### src/sv/order_book_side_unit_assert.svh
// ----------------------------------------------------------------------------
// Order book side assertion macros
// Concurrent assertion helpers for the order book side unit.
// ----------------------------------------------------------------------------
`ifndef ORDER_BOOK_SIDE_UNIT_ASSERT_SVH
`define ORDER_BOOK_SIDE_UNIT_ASSERT_SVH
`ifndef NO_ASSERTIONS
`define OBS_ASSERT_IMPL(label, clk, rst, ante, cons) \
   label: assert property (@(posedge clk) disable iff (rst) (ante) |-> (cons)) \
      else $error("assertion failed");
`define OBS_ASSERT_NEXT(label, clk, rst, ante, cons) \
   label: assert property (@(posedge clk) disable iff (rst) (ante) |=> (cons)) \
      else $error("assertion failed");
`else
`define OBS_ASSERT_IMPL(label, clk, rst, ante, cons)
`define OBS_ASSERT_NEXT(label, clk, rst, ante, cons)
`endif
`endif

### src/sv/obs_pkg.sv
// ----------------------------------------------------------------------------
// Order book side package
// Request, response, slot, token and command types, request and status codes.
// ----------------------------------------------------------------------------
`timescale 1ns / 1ps
package obs_pkg;
   localparam logic [2:0] REQ_ADD    = 3'd0;
   localparam logic [2:0] REQ_CANCEL = 3'd1;
   localparam logic [2:0] REQ_FILL   = 3'd2;
   localparam logic [2:0] REQ_BEST   = 3'd3;
   localparam logic [2:0] REQ_VOLUME = 3'd4;

   localparam logic [2:0] ST_OK        = 3'd0;
   localparam logic [2:0] ST_NOT_FOUND = 3'd1;
   localparam logic [2:0] ST_WRONG     = 3'd2;
   localparam logic [2:0] ST_FULL      = 3'd3;
   localparam logic [2:0] ST_EMPTY     = 3'd4;
   localparam logic [2:0] ST_DUP       = 3'd5;

   localparam logic [30:0] VOL_MAX = 31'h7FFF_FFFF;

   typedef struct packed {
      logic [2:0]  req_type;
      logic [31:0] ord_id;
      logic        order_side;
      logic [31:0] price;
      logic [23:0] quantity;
   } req_type_type;

   typedef struct packed {
      logic [2:0]  status;
      logic [31:0] best_order_id;
      logic [31:0] top_price;
      logic [23:0] best_remaining;
      logic [30:0] volume;
   } rsp_type_type;

   // one resting order
   typedef struct packed {
      logic        valid;
      logic [31:0] id;
      logic [31:0] price;
      logic [23:0] remaining;
   } entry_type;

   // scan token passed cell to cell
   typedef struct packed {
      logic        found;
      logic        gone;
      logic        best_ok;
      logic [31:0] best_id;
      logic [31:0] top_price;
      logic [23:0] best_rem;
      logic [30:0] volume;
   } token_type;

   // broadcast command to all cells
   typedef struct packed {
      logic        add;
      logic [2:0]  op;
      logic [31:0] id;
      logic [31:0] price;
      logic [23:0] quantity;
      logic        side;
   } cmd_type;
endpackage

### src/sv/obs_cell.sv
// ----------------------------------------------------------------------------
// Order book side cell
// Holds one slot; updates the scan token it hands on and shifts down on removal.
// ----------------------------------------------------------------------------
`timescale 1ns / 1ps
module obs_cell (
   input  logic                clock,
   input  logic                reset,
   input  obs_pkg::cmd_type    cmd,
   input  logic                step,
   input  logic                is_tail,
   input  obs_pkg::entry_type  upper,
   input  obs_pkg::token_type  tok_in,
   output obs_pkg::token_type  tok_out,
   output obs_pkg::entry_type  cur
);
   obs_pkg::entry_type ent_ff, ent_in;
   obs_pkg::token_type scan_ff, scan_in;
   logic        hit;
   logic        kill;
   logic        better;
   logic [31:0] vsum;

   assign cur     = ent_ff;
   assign tok_out = scan_ff;
   assign hit     = ent_ff.valid && ent_ff.id == cmd.id;
   assign kill    = hit && (cmd.op == obs_pkg::REQ_CANCEL ||
                    (cmd.op == obs_pkg::REQ_FILL && cmd.quantity >= ent_ff.remaining));

   always_comb begin
      better = cmd.side ? (ent_ff.price < tok_in.top_price)
                        : (ent_ff.price > tok_in.top_price);
      vsum = {1'b0, tok_in.volume} + {8'd0, ent_ff.remaining};
      scan_in = tok_in;
      if (hit) scan_in.found = 1'b1;
      // gone marks that a removed slot lies below this cell
      if (kill) scan_in.gone = 1'b1;
      if (ent_ff.valid && (!tok_in.best_ok || better)) begin
         scan_in.best_ok   = 1'b1;
         scan_in.best_id   = ent_ff.id;
         scan_in.top_price = ent_ff.price;
         scan_in.best_rem  = ent_ff.remaining;
      end
      if (ent_ff.valid && ent_ff.price == cmd.price)
         scan_in.volume = vsum[31] ? obs_pkg::VOL_MAX : vsum[30:0];
   end

   always_comb begin
      ent_in = ent_ff;
      if (cmd.add && is_tail) begin
         ent_in.valid     = 1'b1;
         ent_in.id        = cmd.id;
         ent_in.price     = cmd.price;
         ent_in.remaining = cmd.quantity;
      end else if (step && (tok_in.gone || kill)) begin
         ent_in = upper;
      end else if (step && hit && cmd.op == obs_pkg::REQ_FILL) begin
         ent_in.remaining = ent_ff.remaining - cmd.quantity;
      end
   end

   always_ff @(posedge clock) begin
      if (reset) ent_ff.valid <= 1'b0;
      else       ent_ff.valid <= ent_in.valid;
      ent_ff.id        <= ent_in.id;
      ent_ff.price     <= ent_in.price;
      ent_ff.remaining <= ent_in.remaining;
      if (step) scan_ff <= scan_in;
   end
endmodule

### config.mk
export PLATFORM = sky130hd
export DESIGN_NAME = obs_cell
export DESIGN_NICKNAME = d
export VERILOG_FILES = /design/src/sv/order_book_side_unit_assert.svh /design/src/sv/obs_pkg.sv /design/src/sv/obs_cell.sv
export SDC_FILE = /design/constraint.sdc
export NUM_CORES = 1
export LEC_CHECK = 0
export BUFFER_PORTS_ARGS = -buffer_cell sky130_fd_sc_hd__buf_4
export CORE_AREA = 5 5 198 200
export CTS_CLUSTER_SIZE = 40
export DETAILED_ROUTE_END_ITERATION = 8
export DIE_AREA = 0 0 203 205
export SKIP_CTS_REPAIR_TIMING = 1
export SYNTH_ARGS = -nofsm -noshare
export SYNTH_HDL_FRONTEND = slang
export SYNTH_SLANG_ARGS = --single-unit
### constraint.sdc
create_clock -name clock -period 9.1 [get_ports clock]
set_input_delay 0.91 -clock clock [delete_from_list [all_inputs] [get_ports clock]]
set_output_delay 0.91 -clock clock [all_outputs]
set_load 0.05 [all_outputs]
==> metrics <==
result of the run=finished clean; average via count per standard cell=5.13; Setup Crit Path Kind=reg2reg; crit path launch type=register; met3 Use GR=5.84%; Max Fclk=248 MHz; post-synth cell types=slightly above 60; largest net degree at the start of global routing=70; hold crit path type=in2reg; initial antenna violation count=1; area of the die=41600 sq um; Hold Violations, Final=0; most common cell after layout, fill and taps aside=buf_4; Final TNS setup=0 ps; RSZ-0062 raised after global routing=false; worst-path fanout max=20; Switching Fraction=35.1%; slew margin rel.=23.7%; number of flops mapped to enable cells by yosys=210; H-tree Lvls=1; mux cell area share after synthesis=9.19%; number of setup violations in the final report=0; most frequent cells in the layout=526 x buf_4, 230 x nand2_1, 210 x edfxtp_1, 92 x mux2_2, 84 x a21oi_1; post-synthesis compound-gate area fraction=10.5%; detailed-router iteration count before antenna repair=5; Starting Density=about a third; period utilisation layout=44.2%; Most used DFF post-synth=edfxtp_1; post-layout util=49.4%; XOR/XNOR Fraction of Synth Area=6.68%; Mapped Nets=~1600; WP data required=9360 ps; hpwl dp=39200 microns; CP arrival=4280 ps; row count=71; worst skew pair latency=around 560 ps; VDD IR max=0.146 mV; Pleak=8.25 nW; synthesized cell area=13100 sq um; Clk pwr share=30.6%; Final Routed Wirelength=49900 microns; number of CTS-inserted buffers=27; clk buf depth=3; Remaining Overflow, GRT=0; wire per inst=~22 microns; yosys warns=0; cell-internal power=2.22 mW; Syn Inst Count=between 1000 and 1500; DRC=0; area delta synth->final=40.2%; adder-cell area share of the yosys netlist=7.93%; maxcap violations=0; vias in the first global route=11600; Top Ports=519; first-pass GRT wire length=72000 microns; Clock Skew=13.4 ps; vias after detailed routing=between 10000 and 15000; worst hold slack=about 500 ps; Synth Area in Simple Gates=14.1%; Async SR Flop Fraction=0%; Final ANT Viol Nets=0; fraction of layout cells with a size suffix above 1=37.6%; CTS root buf=clkbuf_16; Slew @ Worst Pin=1150 ps; Comb pwr share=about a third; CTS tree=yes; Worst setup EP type=register; last weighted congestion value of the routability-driven placer=0.886; Filler Cells Inserted=approximately 3500; reg-to-reg setup timing slack=around 5100 ps; Synth Register Bits=211; Switch Pwr=1.20 mW; Port Buffers=518; Die H=a little over 200 microns; DR iter-0 viols=720; largest family of logic cells by synthesized area=simple AND/OR/NAND/NOR gates; global-route usage over all layers=22.5%; Die X=203 microns; register area share after synthesis=a little under 50%; PwrDens=roughly 190 nW/um^2; M1 GR Usage=28.7%; crit path time final=roughly 4000 ps; fin. max-slew vios=0; clk sinks=211; Final #Nets=2155; met2 usage=38.0%; GR peak layer=met2; Core Region=approximately 37000 sq um; Reg clk slew, reported paths=60 ps; Avg Inst Size Synth=10.5 sq um; sequential power share=36.8%
path summary, 6_finish.rpt:
path	from	to	cells after the start
max	cur[6]	tok_out[4]	9
min	reset	cur[88]	2
max reg2reg	cur[6]	tok_out[4]	9
min reg2reg	cur[84]	tok_out[115]	1
layout make-up:
| type | count | area, sq um | share of cell area (%) |
|---|---|---|---|
| inverter | 76 | 285 | 1.55 |
| clock inverter | 19 | 151 | 0.823 |
| multi-input combinational | 922 | 6390 | 34.7 |
| antenna | 1 | 2.50 | 0.0136 |
| sequential | 211 | 6330 | 34.4 |
| tap | 474 | 593 | 3.22 |
| timing repair buffer | 527 | 3960 | 21.5 |
| clock buffer | 31 | 691 | 3.75 |
per-layer routing:
layer,up-vias,share of wire [%]
li1,5567,-
met1,5479,41
met2,485,48
met3,67,8.6
met4,0,2.3
met5,-,0
synth_stat cells (11+ instances only):
cell type	number	area, sq um
nand2_1	231	867
mux2_2	92	1040
xor2_1	49	429
nor4_1	18	113
a21oi_1	84	420
mux2i_1	17	170
edfxtp_1	210	6310
nand3_1	20	100
clkbuf_1	26	97.6
nand4_1	22	138
inv_1	76	285
o21ai_0	37	185
o21a_1	12	90.1
a21o_1	24	180
ha_1	80	1000
xnor2_1	51	447
nor2b_1	11	68.8
nor2_1	61	229
per-stage QoR:
stage	std cells	area [sq um]	setup slack [ps]	power (mW)
2_1_floorplan	1244	13100	5100	1.98
3_3_place_gp	2210	17600	4590	2.37
3_5_place_dp	2210	17600	4500	2.39
4_1_cts	2260	18400	4980	3.44
5_1_grt	2261	18400	4750	3.57
6_report	2261	18400	5070	3.41
worst max-delay path, stage by stage (launching register included):
cell and delay (ps):
edfxtp_1 510, ha_1 410, a2111oi_0 380, o21ai_0 250
a21oi_1 360, a21oi_1 250, a311o_1 350, a21oi_1 240
o21a_1 770, a21oi_1 180
power by group through the flow:
stage                     Clock (mW)  Combinational [mW]  Sequential, mW
final                           1.05                1.11            1.26
after global routing            1.11                1.19            1.26
after CTS                       1.07                1.12            1.26
after detailed placement           0                1.11            1.28
after global placement             0                1.10            1.27
after floorplan                    0               0.455            1.53
state kept, by name, indices dropped and copies added, names as in the netlist:
register  flops
tok_out     122
cur          89
cell families (layout without fill, tap and decap cells):
family / Yosys count / count (layout)
flops: 211 / 211
compound gates: 218 / 218
simple gates: 413 / 413
mux: 109 / 109
other cells: 0 / 1
buf+inv: 111 / 653
xor+xnor: 100 / 100
fa+ha+maj: 82 / 82
Power figures use the tool's default switching activity.
